--- config.mk ---
export PLATFORM = sky130hd
export DESIGN_NAME = fit_policy_block_allocator
export DESIGN_NICKNAME = d
export VERILOG_FILES = /design/src/rtl/fpba_pkg.sv /design/src/rtl/fit_policy_block_allocator.sv /design/src/rtl/fpba_cell.sv
export VERILOG_INCLUDE_DIRS = /design/src /design/src/rtl
export SDC_FILE = /design/constraint.sdc
export NUM_CORES = 1
export LEC_CHECK = 0
export CAP_MARGIN = 20
export CORE_UTILIZATION = 55
export CTS_BUF_LIST = sky130_fd_sc_hd__clkbuf_8
export CTS_CLUSTER_DIAMETER = 100
export DETAILED_ROUTE_END_ITERATION = 12
export DONT_BUFFER_PORTS = 1
export PLACE_DENSITY = 0.73
export SLEW_MARGIN = 0
export SYNTH_ARGS = -nofsm -noshare
export SYNTH_HDL_FRONTEND = slang
export SYNTH_SLANG_ARGS = --single-unit
export TNS_END_PERCENT = 1
--- constraint.sdc ---
create_clock -name clock -period 3.14 [get_ports clock]
set_input_delay 0.314 -clock clock [delete_from_list [all_inputs] [get_ports clock]]
set_output_delay 0.314 -clock clock [all_outputs]
set_load 0.01 [all_outputs]
--- src/rtl/assert_macros.svh ---
`ifndef ASSERT_MACROS_SVH
`define ASSERT_MACROS_SVH

// concurrent check, off while reset is high
`define ASSERT_ON_CLK(label, clk, rst, prop) \
   label: assert property (@(posedge clk) disable iff (rst) prop) \
      else $error("assertion failed");

// concurrent check that also holds during reset
`define ASSERT_ALWAYS(label, clk, prop) \
   label: assert property (@(posedge clk) prop) \
      else $error("assertion failed");

`endif

--- src/rtl/fpba_pkg.sv ---
package fpba_pkg;

   localparam int KindBits      = 1;
   localparam int IndexBits     = 4;
   localparam int AmountBits    = 16;
   localparam int PolicyBits    = 2;
   localparam int CountBits     = 5;
   localparam int CsrIndexBits  = 4;
   localparam int CsrDataBits   = 5;

   localparam logic [KindBits-1:0] KIND_LOAD    = 1'b0;
   localparam logic [KindBits-1:0] KIND_REQUEST = 1'b1;

   localparam logic [PolicyBits-1:0] POLICY_FIRST = 2'd0;
   localparam logic [PolicyBits-1:0] POLICY_BEST  = 2'd1;
   localparam logic [PolicyBits-1:0] POLICY_WORST = 2'd2;

   localparam logic [CsrIndexBits-1:0] CSR_FIT_POLICY    = 4'd0;
   localparam logic [CsrIndexBits-1:0] CSR_BLOCKS_IN_USE = 4'd1;

   localparam logic [PolicyBits-1:0] POLICY_RESET = POLICY_FIRST;
   localparam logic [CountBits-1:0]  COUNT_RESET  = 5'd16;

   typedef struct packed {
      logic [KindBits-1:0]   kind;
      logic [IndexBits-1:0]  block_index;
      logic [AmountBits-1:0] amount;
   } req_type;

   typedef struct packed {
      logic                  granted;
      logic [IndexBits-1:0]  chosen_block;
      logic [AmountBits-1:0] leftover_size;
   } rsp_type;

endpackage

--- src/rtl/fit_policy_block_allocator.sv ---
// request: result strobe after the launch, cell and result registers; busy until then,
// so new requests wait for the result. the candidate walks the cell row one cell a cycle
// load: taken at accept with no result; loads may follow every cycle while idle
// rsp_valid marks each result for exactly one cycle; the receiver cannot stall
// reset is synchronous: busy while high; clears control, policy and count; block sizes
// stay undefined until loaded
`include "assert_macros.svh"

module fit_policy_block_allocator #(
   parameter int BLOCKS    = 16,
   parameter int SIZE_BITS = 16
) (
   input  logic                              clock,
   input  logic                              reset,
   input  logic                              start,
   output logic                              busy,
   input  fpba_pkg::req_type                 req_item,
   output logic                              rsp_valid,
   output fpba_pkg::rsp_type                 rsp_item,
   input  logic                              csr_valid,
   output logic                              csr_ready,
   input  logic [fpba_pkg::CsrIndexBits-1:0] csr_index,
   input  logic [fpba_pkg::CsrDataBits-1:0]  csr_wdata
);

   localparam int IW = (BLOCKS > 1) ? $clog2(BLOCKS) : 1;
   localparam int SW = SIZE_BITS;

   localparam logic ST_IDLE = 1'b0;
   localparam logic ST_SCAN = 1'b1;

   logic                            state_ff;
   logic                            launch_ff;
   logic [SW-1:0]                   amount_ff;
   logic [fpba_pkg::PolicyBits-1:0] policy_ff;
   logic [fpba_pkg::CountBits-1:0]  count_ff;
   logic                            rsp_valid_ff;
   fpba_pkg::rsp_type               rsp_item_ff;

   logic          accept;
   logic          req_go;
   logic          load_go;
   logic [8:0]    load_ext;
   logic [IW-1:0] load_idx;
   logic [SW-1:0] leftover;
   logic [SW-1:0] wr_data;
   logic [BLOCKS-1:0] wr_en;

   logic          chain_valid [BLOCKS+1];
   logic          chain_found [BLOCKS+1];
   logic [IW-1:0] chain_pick  [BLOCKS+1];
   logic [SW-1:0] chain_best  [BLOCKS+1];

   logic          end_valid;
   logic          end_found;
   logic [IW-1:0] end_pick;

   assign busy      = reset || (state_ff == ST_SCAN);
   assign accept    = start && !busy;
   assign req_go    = accept && (req_item.kind == fpba_pkg::KIND_REQUEST);
   assign load_ext  = {5'd0, req_item.block_index};
   assign load_go   = accept && (req_item.kind == fpba_pkg::KIND_LOAD)
                      && (load_ext < 9'(BLOCKS));
   assign load_idx  = IW'(load_ext);

   assign end_valid = chain_valid[BLOCKS];
   assign end_found = chain_found[BLOCKS];
   assign end_pick  = chain_pick[BLOCKS];
   assign leftover  = chain_best[BLOCKS] - amount_ff;
   assign wr_data   = end_valid ? leftover : SW'(req_item.amount);

   // head of the row: fresh transaction with no candidate yet
   assign chain_valid[0] = launch_ff;
   assign chain_found[0] = 1'b0;
   assign chain_pick[0]  = '0;
   assign chain_best[0]  = '0;

   for (genvar i = 0; i < BLOCKS; i++) begin : g_cell
      logic cell_active;

      assign cell_active = (9'(i) < {4'd0, count_ff});
      // load at accept, or write back the winner at the end of the scan
      assign wr_en[i] = (load_go && (load_idx == IW'(i)))
                        || (end_valid && end_found && (end_pick == IW'(i)));

      fpba_cell #(
         .IW (IW),
         .SW (SW)
      ) u_cell (
         .clock      (clock),
         .reset      (reset),
         .cell_index (IW'(i)),
         .active     (cell_active),
         .wr_en      (wr_en[i]),
         .wr_data    (wr_data),
         .amount     (amount_ff),
         .policy     (policy_ff),
         .prev_valid (chain_valid[i]),
         .prev_found (chain_found[i]),
         .prev_pick  (chain_pick[i]),
         .prev_best  (chain_best[i]),
         .cell_valid (chain_valid[i+1]),
         .cell_found (chain_found[i+1]),
         .cell_pick  (chain_pick[i+1]),
         .cell_best  (chain_best[i+1])
      );
   end

   always_ff @(posedge clock) begin
      if (reset) begin
         state_ff     <= ST_IDLE;
         launch_ff    <= 1'b0;
         rsp_valid_ff <= 1'b0;
      end else begin
         launch_ff    <= req_go;
         rsp_valid_ff <= end_valid;
         unique case (state_ff)
            ST_IDLE: begin
               if (req_go) begin
                  state_ff <= ST_SCAN;
               end
            end
            ST_SCAN: begin
               if (end_valid) begin
                  state_ff <= ST_IDLE;
               end
            end
            default: state_ff <= ST_IDLE;
         endcase
      end
   end

   always_ff @(posedge clock) begin
      if (reset) begin
         policy_ff <= fpba_pkg::POLICY_RESET;
         count_ff  <= fpba_pkg::COUNT_RESET;
      end else if (csr_valid && csr_ready) begin
         unique case (csr_index)
            fpba_pkg::CSR_FIT_POLICY:    policy_ff <= csr_wdata[fpba_pkg::PolicyBits-1:0];
            fpba_pkg::CSR_BLOCKS_IN_USE: count_ff  <= csr_wdata;
            default: ;
         endcase
      end
   end

   always_ff @(posedge clock) begin
      if (req_go) begin
         amount_ff <= SW'(req_item.amount);
      end
      if (end_valid) begin
         rsp_item_ff.granted       <= end_found;
         rsp_item_ff.chosen_block  <= end_found ? 4'(end_pick) : '0;
         rsp_item_ff.leftover_size <= end_found ? 16'(leftover) : '0;
      end
   end

   assign rsp_valid = rsp_valid_ff;
   assign rsp_item  = rsp_item_ff;
   assign csr_ready = 1'b1;

   `ASSERT_ON_CLK(a_rsp_not_busy, clock, reset, rsp_valid |-> !busy)
   `ASSERT_ON_CLK(a_req_goes_busy, clock, reset, req_go |=> busy)
   `ASSERT_ON_CLK(a_scan_end_gives_rsp, clock, reset, end_valid |=> rsp_valid)
   `ASSERT_ON_CLK(a_refused_zero, clock, reset,
      (rsp_valid && !rsp_item.granted) |->
         ((rsp_item.chosen_block == '0) && (rsp_item.leftover_size == '0)))
   `ASSERT_ALWAYS(a_single_write, clock, reset || $onehot0(wr_en))

endmodule

--- src/rtl/fpba_cell.sv ---
module fpba_cell #(
   parameter int IW = 4,
   parameter int SW = 16
) (
   input  logic                            clock,
   input  logic                            reset,
   input  logic [IW-1:0]                   cell_index,
   input  logic                            active,
   input  logic                            wr_en,
   input  logic [SW-1:0]                   wr_data,
   input  logic [SW-1:0]                   amount,
   input  logic [fpba_pkg::PolicyBits-1:0] policy,
   input  logic                            prev_valid,
   input  logic                            prev_found,
   input  logic [IW-1:0]                   prev_pick,
   input  logic [SW-1:0]                   prev_best,
   output logic                            cell_valid,
   output logic                            cell_found,
   output logic [IW-1:0]                   cell_pick,
   output logic [SW-1:0]                   cell_best
);

   logic [SW-1:0] size_ff;
   logic          valid_ff;
   logic          found_ff;
   logic [IW-1:0] pick_ff;
   logic [SW-1:0] best_ff;

   logic          fits;
   logic          take;
   logic          found_in;
   logic [IW-1:0] pick_in;
   logic [SW-1:0] best_in;

   always_comb begin
      fits = active && (size_ff >= amount);
      // first fit keeps the earliest candidate, the others keep comparing
      take = fits && (!prev_found
             || ((policy == fpba_pkg::POLICY_BEST) && (size_ff < prev_best))
             || ((policy == fpba_pkg::POLICY_WORST) && (size_ff > prev_best)));
      found_in = prev_found || fits;
      pick_in  = take ? cell_index : prev_pick;
      best_in  = take ? size_ff : prev_best;
   end

   always_ff @(posedge clock) begin
      if (wr_en) begin
         size_ff <= wr_data;
      end
   end

   always_ff @(posedge clock) begin
      if (reset) begin
         valid_ff <= 1'b0;
      end else begin
         valid_ff <= prev_valid;
      end
   end

   always_ff @(posedge clock) begin
      found_ff <= found_in;
      pick_ff  <= pick_in;
      best_ff  <= best_in;
   end

   assign cell_valid = valid_ff;
   assign cell_found = found_ff;
   assign cell_pick  = pick_ff;
   assign cell_best  = best_ff;

endmodule
; ---- Yosys cells after proc, flatten, opt, wreduce, memory -nomap -nowiden
; Index checks and enable logic that the tools add are counted.
[totals]
regBits = 651
in_bits = 34
output_inout_bits = 24
wordCells = 388
[classes]
addsub = 1
magnitude_cmp = 63
eq_ne = 33
mux = 20
bitwise = 2
n_reduce_logical = 181
[ops]
columns = op, n
row1 = greater-or-equal comparator 16 bit, 16
row2 = 2-to-1 mux 16 bit, 16
row3 = > comparator 16 bit, 15
row4 = less-than comparator 16 bit, 15
row5 = logical AND 1 bit, 98
row6 = == test 4 bit (second input constant), 16
row7 = logical OR 1 bit, 62
row8 = less-than comparator 4 x 5 -> 1 bit (first input constant), 8
row9 = == test 4 x 3 -> 1 bit (second input constant), 8
row10 = less-than comparator 3 x 5 -> 1 bit (first input constant), 4
row11 = == test 4 x 2 -> 1 bit (second input constant), 4
row12 = zero test 1 bit, 16
row13 = subtractor 16 bit, 1
row14 = == test 4 x 1 -> 1 bit (second input constant), 3
row15 = zero test 4 bit, 3
row16 = less-than comparator 1 x 5 -> 1 bit (first input constant), 2
row17 = less-than comparator 2 x 5 -> 1 bit (first input constant), 2
row18 = less-than comparator 4 x 5 -> 1 bit (second input constant), 1
row19 = AND reduction 2 bit, 2
row20 = 2-to-1 mux 1 bit, 3
row21 = == test 2 x 1 -> 1 bit (second input constant), 1
row22 = == test 2 bit (second input constant), 1
row23 = NOT 1 bit, 2
row24 = one-hot mux 1 bit (2 select lines), 1

; ---- Longest topological paths before layout
; Gate-level depths: netlist of the first run.
[depth]
ltp_word = 7
ltp_mapped = 11
ltp_nobuf = 10

; ---- By module
; From an unflattened synthesis of the first run, not the netlist that was laid out.
[hier_totals]
cells_unflattened = 3141
area_unflattened_um2 = 36244.8
[modules_own_cells]
columns = mod, instances, cells_per_inst, area_each_um2, seq_area_each_um2
row1 = fpba_cell, 16, 177, 2078.2, 920.9
row2 = fit_policy_block_allocator, 1, 309, 2992.9, 1311.3

; ---- Least setup slack after synthesis of the first run
; Ideal clock, no wire load.
[synth_timing]
kind = reg2reg
from = reg g_cell[15].u_cell.valid_ff
to = reg g_cell[15].u_cell.size_ff[0], enable pin
setup_ns = 0.395
t_arrival_ns = 2.517
required_ns = 2.745
setup_slack_ns = 0.227
stages_incl_launch_ff = 5
n_path_buf = 2
synth_period_minus_slack_ns = 2.913
cell_sequence = dfxtp_1 > clkbuf_1 > clkbuf_1 > nand4_1 > o22ai_1
[synth_via]
elab_chain_len = 3
[synth_rtl]
columns = element, line
row1 = from (decl), fpba_cell.sv:24  ; logic valid_ff;
row2 = from (signal assigned), fpba_cell.sv:56  ; valid_ff <= prev_valid;
row3 = logical AND 1 bit (2 in a row), fit_policy_block_allocator.sv:84  ; || (end_valid && end_found && (end_pick == IW'(i)));
row4 = logical OR 1 bit, fit_policy_block_allocator.sv:84
row5 = net g_cell[15].u_cell.wr_en, fpba_cell.sv:9  ; input logic wr_en,
row6 = to (signal assigned), fpba_cell.sv:48  ; size_ff <= wr_data;
row7 = to (decl), fpba_cell.sv:23  ; logic [SW-1:0] size_ff;
; The timed path passes the listed nets, and every way through them passes these cells.
; A chain may end at the register's enable or synchronous reset.

; ---- Worst setup path after layout of the first run
[layout_timing]
from = reg g_cell[14].u_cell.size_ff[9]
to = reg g_cell[14].u_cell.best_ff[11]
[layout_via]
elab_chain_len = 6
word_cells_on_any_way = 10
classes_between = order compare: 3 / mux: 1 / reduce/logical: 6
[layout_rtl]
columns = element, line
row1 = from (decl), fpba_cell.sv:23
row2 = from (signal assigned), fpba_cell.sv:48
row3 = less-than comparator 16 bit, fpba_cell.sv:39  ; || ((policy == fpba_pkg::POLICY_BEST) && (size_ff < prev_best))
row4 = logical AND 1 bit, fpba_cell.sv:39
row5 = logical OR 1 bit, fpba_cell.sv:39
row6 = logical OR 1 bit, fpba_cell.sv:40  ; || ((policy == fpba_pkg::POLICY_WORST) && (size_ff > prev_best)));
row7 = logical AND 1 bit (*), fpba_cell.sv:38  ; take = fits && (!prev_found
row8 = 2-to-1 mux 16 bit (*), fpba_cell.sv:43  ; best_in = take ? size_ff : prev_best;
row9 = net g_cell[14].u_cell.best_in[11], fpba_cell.sv:33  ; logic [SW-1:0] best_in;
row10 = to (signal assigned), fpba_cell.sv:63  ; best_ff <= best_in;
row11 = to (decl), fpba_cell.sv:27  ; logic [SW-1:0] best_ff;
; The timed path passes the listed nets; every way through them passes the cells marked *.

==> results_dict.tcl, run 1 <==
set metrics [dict create \
    fmax_ghz 0.322 \
    drive_gt1_share_pct 18.8 \
    hold_path.class "in -> reg" \
    r2r_start "g_cell[14].u_cell.size_ff[9]" \
    grt_max_degree 27 \
    die_x_um 245 \
    insertion_delay_ns 0.73 \
    endpoint_kind "flop" \
    rsz0062_at_grt "yes" \
    comb_power_share_pct 12.0 \
    yosysTopAreaCellShare_pct 27.0 \
    start_util_pct 56.0 \
    tightest_slew_ns 1.04 \
    seq_area_mm2 0.0157 \
    cts_tree "yes" \
    synth_warnings 0 \
    drc 0 \
    async_flop_share_pct 0 \
    p_total_uw 19600 \
    switching_share_pct 25.9 \
    final_nets 3514 \
    overflow 0 \
    synth_area_mm2 0.0326 \
    relSlewSlack_pct 30.7 \
    ys.flop_type "dfxtp_1" \
    setup_viol 0 \
    clock_skew_ns 0.0386 \
    finalWeightedCongestion 0.954 \
    maxSlewViolCount 0 \
    cts_buffers 106 \
    avgRoutedWirePerCell_um 23.0 \
    post_dp_cell_area_mm2 0.0343 \
    crit_arrival_ns 3.70 \
    status "finished clean" \
    via_count 22642 \
    p_int_uw 14500 \
    clkTransAtPathRegs_ns 0.06 \
    final_area_mm2 0.0371 \
    htreeDepth 3 \
    crit_start "g_cell[14].u_cell.size_ff[9]" \
    grt_pass1_wl_mm 134 \
    power_switching_uw 5080 \
    drt-total-wl_mm 88.1 \
    drt_iter0_drc 1647 \
    path_max_fanout 12 \
    multi_input_area_mm2 0.0157 \
    synth_cell_types 69 \
    p_clk_share_pct 39.3 \
    synth_top_cell_by_area "edfxtp_1" \
    finalHoldViolCount 0 \
    grt_usage_pct 29.4 \
    synth_area_leaders "edfxtp_1 (27%), dfxtp_1 (21%), ha_1 (20%)" \
    clock_path_buffers 3 \
    dp_hpwl_mm 62.8 \
    antenna_found_initial 5 \
    start_kind "flop" \
    ys_seq_area_share_pct 48.3 \
    cts_num_sinks 640 \
    synth.avg_cell_area_um2 11.8 \
    ir_worst_vdd_uv 551 \
    fp-row-count 88 \
    synth_seq_cells 640 \
    min_period_ns 3.10 \
    synth_edf_count 293 \
    cts_root_buf "clkbuf_8" \
    cap_violations 0 \
    synth_nets 3307 \
    die_area_mm2 0.0602 \
    core_mm2 0.0581 \
    period_share_pct 98.9 \
    leakage_uw 0.0158 \
    synthCells 2761 \
    crit_type "reg -> reg" \
    hp-start "req_item[13]" \
    grt_pass1_vias 23284 \
    fill_cells 4414 \
    area_growth_pct 13.7 \
    p_per_area_mw_per_mm2 528 \
    place.port_buffers 0 \
    first_pass_iters 6 \
    cp.required_ns 3.73 \
    die_h_um 245 \
    drtAntennaViolNets 0 \
    viasPerCell 5.91 \
    ios 58 \
    pwr-share-seq_pct 48.7 \
]
==> stage by stage <==
step	util (%)	hold slack (ns)	worst slack, ns	instances	TNS, ns
6_report	63.7	0.0820	0.0350	3831	0
5_1_grt	63.7	0.0540	-0.0646	3828	-1.06
4_1_cts	63.5	0.0148	0.0224	3822	0
3_5_place_dp	59.0	0.392	0.0319	3586	0
3_3_place_gp	59.0	0.389	0.0789	3586	0
2_1_floorplan	-	0.386	0.227	2761	0
==> cell families after synthesis <==
family	synth area share, %
AOI/OAI and AO/OA	9.32
xor gates and xnor gates	0.350
adders and majority gates	19.7
buffers and inverters	3.91
DFF	48.3
muxes	9.35
other	0.0115
and+or+nand+nor	9.03
==> final timing paths <==
path                                      to  slack (ns)  depth (start not counted)
min            g_cell[13].u_cell.size_ff[13]        0.08                          2
min reg2reg    g_cell[3].u_cell.cell_pick[0]        0.41                          1
max          g_cell[14].u_cell.cell_best[11]        0.04                          9
max reg2reg  g_cell[14].u_cell.cell_best[11]        0.04                          9
==> synth_stat cells (5+ instances only) <==
| master | number |
|---|---|
| a2111oi_0 | 10 |
| a211oi_1 | 20 |
| a21o_1 | 47 |
| a21oi_1 | 188 |
| a21oi_4 | 6 |
| a221oi_1 | 18 |
| and2_1 | 32 |
| and3_1 | 10 |
| buf_2 | 11 |
| buf_4 | 7 |
| clkbuf_1 | 17 |
| dfxtp_1 | 347 |
| edfxtp_1 | 293 |
| ha_1 | 511 |
| inv_1 | 266 |
| mux2_1 | 10 |
| mux2_2 | 198 |
| mux2_4 | 42 |
| mux2i_1 | 6 |
| nand2_1 | 126 |
| nand2b_1 | 38 |
| nand3_1 | 46 |
| nand4_1 | 67 |
| nor2_1 | 71 |
| nor2b_1 | 61 |
| nor3_1 | 17 |
| nor3b_1 | 12 |
| nor4_1 | 12 |
| o211ai_1 | 20 |
| o21a_1 | 10 |
| o21ai_0 | 76 |
| o21bai_1 | 6 |
| o22ai_1 | 35 |
| o31ai_1 | 5 |
| or2_2 | 30 |
| or3_1 | 7 |
| or4_1 | 12 |
| xnor2_1 | 8 |
| xor2_1 | 5 |
==> power groups by stage <==
stage | clock network (uW) | registers [uW] | logic [uW]
floorplan | 0 | 9550 | 1600
global placement | 0 | 9690 | 2150
detailed placement | 0 | 9700 | 2250
CTS | 7820 | 9530 | 2320
global route | 8200 | 9560 | 2610
finish | 7680 | 9530 | 2350
==> per-layer routing <==
metal	vias up	GRT usage [%]	part of all wire (%)
li1	10588	-	-
met1	10937	37.0	41
met2	840	48.8	47
met3	277	4.66	6.4
met4	0	14.9	4.7
met5	-	0	0
==> timing repair <==
action | in CTS | in global routing
resized for setup | 1 | 18
pin swaps | 0 | 5
cloned | 0 | 1
hold endpoints to repair | 42 | 0
setup endpoints to repair | 6 | 131
hold buffers | 34 | 0
setup buffers | 0 | 4
==> area by class of cell <==
cell class / instances / share of cell area [%]
Clock buffer: 126 / 4.68
Multi-Input combinational cell: 1813 / 42.3
Sequential cell: 640 / 42.5
Antenna cell: 4 / 0.0270
Timing Repair Buffer: 141 / 3.78
Tap cell: 765 / 2.58
Clock inverter: 76 / 1.39
Inverter: 266 / 2.69
==> layout by cell type, fill, tap and decap left out, drive strengths merged, types with 5 or more instances in the layout <==
master | netlist | routed
o22ai | 35 | 35
bufinv | 0 | 6
dlygate4sd3 | 0 | 33
o21a | 10 | 10
a2111oi | 11 | 11
nand3 | 46 | 46
nand2 | 126 | 126
o21bai | 6 | 6
o31ai | 5 | 5
clkinv | 0 | 31
clkbuf | 17 | 126
or2 | 30 | 30
nor3 | 17 | 17
edfxtp | 293 | 293
or4 | 16 | 16
a21o | 47 | 47
nand2b | 38 | 38
xnor2 | 8 | 8
nor2b | 61 | 61
or3 | 7 | 7
nand4 | 68 | 68
nor3b | 12 | 12
nor2 | 71 | 71
nor4 | 12 | 12
o211ai | 21 | 21
a221oi | 18 | 18
mux2 | 250 | 250
o21ai | 76 | 76
and2 | 32 | 32
and3 | 10 | 10
xor2 | 5 | 5
ha | 511 | 511
mux2i | 7 | 7
inv | 266 | 304
buf | 25 | 108
a21oi | 198 | 198
a211oi | 20 | 20
dfxtp | 347 | 347
==> flip-flops by register name (all words and copies together), names as in the netlist <==
signal and count:
amount_ff 16, count_ff 5, g_cell.u_cell.cell_best 256, g_cell.u_cell.cell_found 16
g_cell.u_cell.cell_pick 49, g_cell.u_cell.cell_valid 16, g_cell.u_cell.size_ff 256, launch_ff 1
policy_ff 2, rsp_item 21, rsp_valid 1, state_ff 1
==> critical path, stage by stage (launching register included) <==
cell and delay [ns]:
edfxtp_1 0.45, ha_1 0.35, nand4_1 0.20, or4_1 0.59
a21oi_1 0.24, nor3b_1 0.09, mux2_2 0.27, a21oi_1 0.18
buf_4 0.24, mux2_2 0.37
Power figures use the tool's default switching activity.
==> inputs of run 2 (changes only) <==
--- a/config.mk
+++ b/config.mk
@@ -12,7 +12,7 @@
 export CTS_CLUSTER_DIAMETER = 100
 export DETAILED_ROUTE_END_ITERATION = 12
 export DONT_BUFFER_PORTS = 1
-export PLACE_DENSITY = 0.73
+export PLACE_DENSITY = 0.7
 export SLEW_MARGIN = 0
 export SYNTH_ARGS = -nofsm -noshare
 export SYNTH_HDL_FRONTEND = slang
==> constraint.sdc (replaced) <==
create_clock -name clock -period 3.31 [get_ports clock]
set_input_delay 0.331 -clock clock [delete_from_list [all_inputs] [get_ports clock]]
set_output_delay 0.331 -clock clock [all_outputs]
set_load 0.01 [all_outputs]
==> results_dict.tcl, run 2 (synthesis results as in run 1) <==
set metrics [dict create \
    tightest_slew_ns 0.983 \
    endpoint_kind "flop" \
    final.setup.tns_ns 0 \
    cts_setup_buffers 0 \
    via_count 22445 \
    min_period_ns 3.19 \
    insertion_delay_ns 0.74 \
    finalHoldViolCount 0 \
    grt_usage_pct 29.5 \
    layout_common_cells "ha_1 (511), dfxtp_1 (346), inv_1 (305)" \
    ios 58 \
    final_common_cell "ha_1" \
    finalNonFillerCells 3814 \
    fmax_ghz 0.314 \
    setup_viol 0 \
    die_h_um 245 \
    dpl.cell_count 3578 \
    avgRoutedWirePerCell_um 23.0 \
    cts_buffers 106 \
    drt_iter0_drc 1654 \
    drc 0 \
    critical-path-max-stage-delay_ns 0.64 \
    rsz0062_at_grt "no" \
    p_total_uw 18000 \
    cts_num_sinks 640 \
    relSlewSlack_pct 34.5 \
    cp.required_ns 3.90 \
    crit_type "reg -> reg" \
    drive_gt1_share_pct 18.0 \
    clock_path_buffers 3 \
    hold_path.class "in -> reg" \
    finalWeightedCongestion 0.933 \
    core_mm2 0.0581 \
    maxSlewViolCount 0 \
    cts_root_buf "clkbuf_8" \
    die_x_um 245 \
    ir_worst_vdd_uv 398 \
    crit_chain "ha_1 -> nand4_1 -> or4_4 -> a21oi_2 -> nor3b_1 -> mux2_4 -> a21oi_4 -> mux2_2" \
    crit_arrival_ns 3.78 \
    grt_pass1_wl_mm 134 \
    period_share_pct 96.3 \
    cts_tree "yes" \
    final_area_mm2 0.0368 \
    crit_path_top_delay_cell "a21oi_4" \
    postCtsResizedCells 0 \
    drtAntennaViolNets 0 \
    die_area_mm2 0.0602 \
    viasPerCell 5.88 \
    grt_pass1_vias 23090 \
    fill_cells 4489 \
    drt-total-wl_mm 87.8 \
    area_growth_pct 13.0 \
    p_per_area_mw_per_mm2 490 \
    overflow 0 \
    clkTransAtPathRegs_ns 0.06 \
    leakage_uw 0.0157 \
    place.port_buffers 0 \
    dp_hpwl_mm 61.8 \
    fp-row-count 88 \
    final_util_pct 63.3 \
    start_kind "flop" \
    cap_violations 0 \
    first_pass_iters 7 \
    htreeDepth 3 \
    status "finished clean" \
    post_dp_cell_area_mm2 0.0344 \
    path_max_fanout 19 \
    antenna_found_initial 2 \
    clock_skew_ns 0.0459 \
    grt_max_degree 27 \
    start_util_pct 56.0 \
    final_nets 3500 \
]
run 2: cell count changes in the layout (fill, tap and decap cells not counted), sizes merged:
cell	before	now
buf	108	95
clkbuf	126	128
inv	304	306
bufinv	6	0
dlygate4sd3	33	32
clkinvlp	1	2
diode	4	2
run 2: cell type report:
class / count / area (um2) / share of cell area (%)
clock buffers: 128 / 1760 / 4.79
clock inverters: 73 / 325 / 0.884
diodes: 2 / 5.00 / 0.0136
repair buffers: 127 / 1410 / 3.83
inverters: 266 / 998 / 2.71
well taps: 765 / 957 / 2.60
multi-input cells: 1813 / 15600 / 42.4
flip-flops and latches: 640 / 15700 / 42.8
run 2: worst max-delay path: cells and delay by family (launching register included):
family / cells / cell delay, ns
AO/OA/AOI/OAI: 2 / 0.76
adder cells (fa/ha/maj): 1 / 0.34
flip-flops: 1 / 0.42
multiplexers: 2 / 0.72
AND/OR/NAND/NOR: 3 / 0.81
run 2: power by group:
part / internal, uW / switching (uW)
clock network: 3510 / 3280
logic: 1030 / 1170
registers: 8750 / 288
total: 13300 / 4730
run 2: path summary, 6_finish.rpt:
path	start	end	slack, ns	cells past startpoint
worst max-delay path	g_cell[5].u_cell.size_ff[11]	g_cell[5].u_cell.cell_best[5]	0.12	8
worst min-delay path	req_item[7]	g_cell[15].u_cell.size_ff[7]	0.09	2
worst min register to register	g_cell[13].u_cell.cell_pick[2]	g_cell[14].u_cell.cell_pick[2]	0.42	1
worst max register to register	g_cell[5].u_cell.size_ff[11]	g_cell[5].u_cell.cell_best[5]	0.12	8
run 2: what timing repair did:
action	CTS	global route
endpoints found under the setup margin	0	0
hold buffers	33	0
endpoints found under the hold margin	42	0
run 2: routing by layer:
metal	wire length (um)	GRT usage [%]	up-vias
met5	0	0	-
met4	3230	11.3	0
met3	5350	4.89	216
met2	41500	49.4	755
met1	37700	38.1	10918
li1	-	-	10556
run 2: per-stage QoR:
step	setup slack [ns]	hold slack, ns
floorplan	0.397	0.386
global placement	0.203	0.399
detailed placement	0.164	0.403
CTS	0.126	0.0430
global route	0.00618	0.0668
finish	0.122	0.0907
==> inputs of run 3 (changes only) <==
--- a/config.mk
+++ b/config.mk
@@ -12,7 +12,7 @@
 export CTS_CLUSTER_DIAMETER = 100
 export DETAILED_ROUTE_END_ITERATION = 12
 export DONT_BUFFER_PORTS = 1
-export PLACE_DENSITY = 0.7
+export PLACE_DENSITY_LB_ADDON = 0.1
 export SLEW_MARGIN = 0
 export SYNTH_ARGS = -nofsm -noshare
 export SYNTH_HDL_FRONTEND = slang
==> results_dict.tcl, run 3 (synthesis results as in run 1) <==
set metrics [dict create \
    ios 58 \
    maxSlewViolCount 0 \
    drive_gt1_share_pct 18.4 \
    rrSetupSlack_ns 0.1 \
    ir_worst_vdd_uv 404 \
    finalWeightedCongestion 0.934 \
    clock_path_buffers 3 \
    cts_tree "yes" \
    grt_usage_pct 30.0 \
    clock_skew_ns 0.0485 \
    reg2reg_depth 8 \
    whs_endpoint "count_ff[0]" \
    reg2reg_to "g_cell[5].u_cell.cell_best[2]" \
    cp.required_ns 3.89 \
    fmax_ghz 0.311 \
    rsz0062_at_grt "yes" \
    drtAntennaViolNets 0 \
    final_common_cell "ha_1" \
    final_nets 3502 \
    hold_slack_ns 0.0692 \
    area_growth_pct 13.1 \
    drt-total-wl_mm 89.6 \
    relSlewSlack_pct 35.8 \
    cts_num_sinks 640 \
    cts_root_buf "clkbuf_8" \
    grt_pass1_wl_mm 134 \
    insertion_delay_ns 0.73 \
    holdPathStages 4 \
    crit_type "reg -> reg" \
    cap_violations 0 \
    hp-start "csr_index[1]" \
    endpoint_kind "flop" \
    fp-row-count 88 \
    p_total_uw 18400 \
    antenna_found_initial 7 \
    tightest_slew_ns 0.963 \
    cts_buffers 108 \
    crit_arrival_ns 3.79 \
    use_met3_pct 5.06 \
    groute.layer.met1.usage_pct 39.1 \
    top_usage_layer "met2" \
    drt_iter0_drc 1541 \
    via_count 22314 \
    start_kind "flop" \
    viasPerCell 5.84 \
    p_per_area_mw_per_mm2 500 \
    final.setup.tns_ns 0 \
    final_util_pct 63.4 \
    start_util_pct 56.0 \
    core_mm2 0.0581 \
    leakage_uw 0.0157 \
    drc 0 \
    layout_common_cells "ha_1 (511), dfxtp_1 (346), inv_1 (305)" \
    met2_usage_pct 50.0 \
    avgRoutedWirePerCell_um 23.5 \
    place.port_buffers 0 \
    period_share_pct 97.1 \
    finalHoldViolCount 0 \
    first_pass_iters 5 \
    grt_max_degree 27 \
    overflow 0 \
    status "finished clean" \
    path_max_fanout 19 \
    grt_pass1_vias 22662 \
    min_period_ns 3.21 \
    die_x_um 245 \
    die_h_um 245 \
    setup_viol 0 \
    htreeDepth 3 \
    hold_path.class "in -> reg" \
    dp_hpwl_mm 63.7 \
    r2r_start "g_cell[5].u_cell.size_ff[14]" \
    clkTransAtPathRegs_ns 0.06 \
    die_area_mm2 0.0602 \
]
[run 3: cell count changes in the layout (fill, tap and decap cells not counted), moves of 5 or more]
cell,delta
clkinv_1,-5
buf_12,-11
buf_4,+12
bufinv_16,+5
[run 3: how the worst max path moves through the flow]
stage | startpoint | to | slack, ns | cells after the start
after detailed placement | g_cell[5].u_cell.size_ff[14] | g_cell[5].u_cell.cell_best[2] | 0.15 | 8
after global routing | g_cell[5].u_cell.size_ff[5] | g_cell[5].u_cell.cell_best[2] | -0.02 | 8
final | g_cell[5].u_cell.size_ff[14] | g_cell[5].u_cell.cell_best[2] | 0.1 | 8
after CTS | g_cell[5].u_cell.size_ff[14] | g_cell[5].u_cell.cell_best[2] | 0.12 | 8
after floorplan | g_cell[15].u_cell.cell_valid | g_cell[15].u_cell.size_ff[0] | 0.40 | 4
after global placement | g_cell[11].u_cell.size_ff[11] | g_cell[11].u_cell.cell_best[11] | 0.16 | 9
[run 3: metrics by stage]
step | cells | setup slack, ns | cell area (um2)
after detailed placement | 3579 | 0.151 | 34300
final | 3819 | 0.0963 | 36900
after global placement | 3579 | 0.159 | 34300
after global routing | 3816 | -0.0157 | 36800
after floorplan | 2761 | 0.397 | 32600
after CTS | 3815 | 0.118 | 36800
[run 3: worst max-delay path, cell delays in order (launching register included)]
cell	delay [ns]
edfxtp_1	0.42
ha_1	0.34
nand4_1	0.18
or4_4	0.59
a21oi_2	0.11
nor3b_1	0.07
mux2_4	0.31
a21oi_4	0.62
mux2_2	0.42
[run 3: routing by layer]
layer / vias to the layer above / wire length, um
li1: 10573 / -
met1: 10869 / 39000
met2: 686 / 42200
met3: 186 / 5450
met4: 0 / 3020
met5: - / 0
[run 3: timing repair]
item | CTS | global route
resized for setup | 0 | 3
endpoints found under the setup margin | 0 | 44
hold buffers | 32 | 0
hold endpoints to repair | 42 | 0
buffers inserted | 0 | 0
[run 3: power breakdown]
group	total, uW	leakage, uW	internal, uW	switching [uW]
combinational	2180	0.00887	1010	1180
clock	7190	0.00131	3880	3300
sequential	9050	0.00553	8750	293
total	18400	0.0157	13600	4770
[run 3: cell type report]
cell class | instances | area (um2)
Clock buffer | 126 | 1730
Timing Repair Buffer | 127 | 1270
Antenna cell | 4 | 10.0
Tap cell | 765 | 957
Sequential cell | 640 | 15700
Fill cell | 4535 | 21300
Inverter | 266 | 998
Clock inverter | 78 | 498
Multi-Input combinational cell | 1813 | 15600
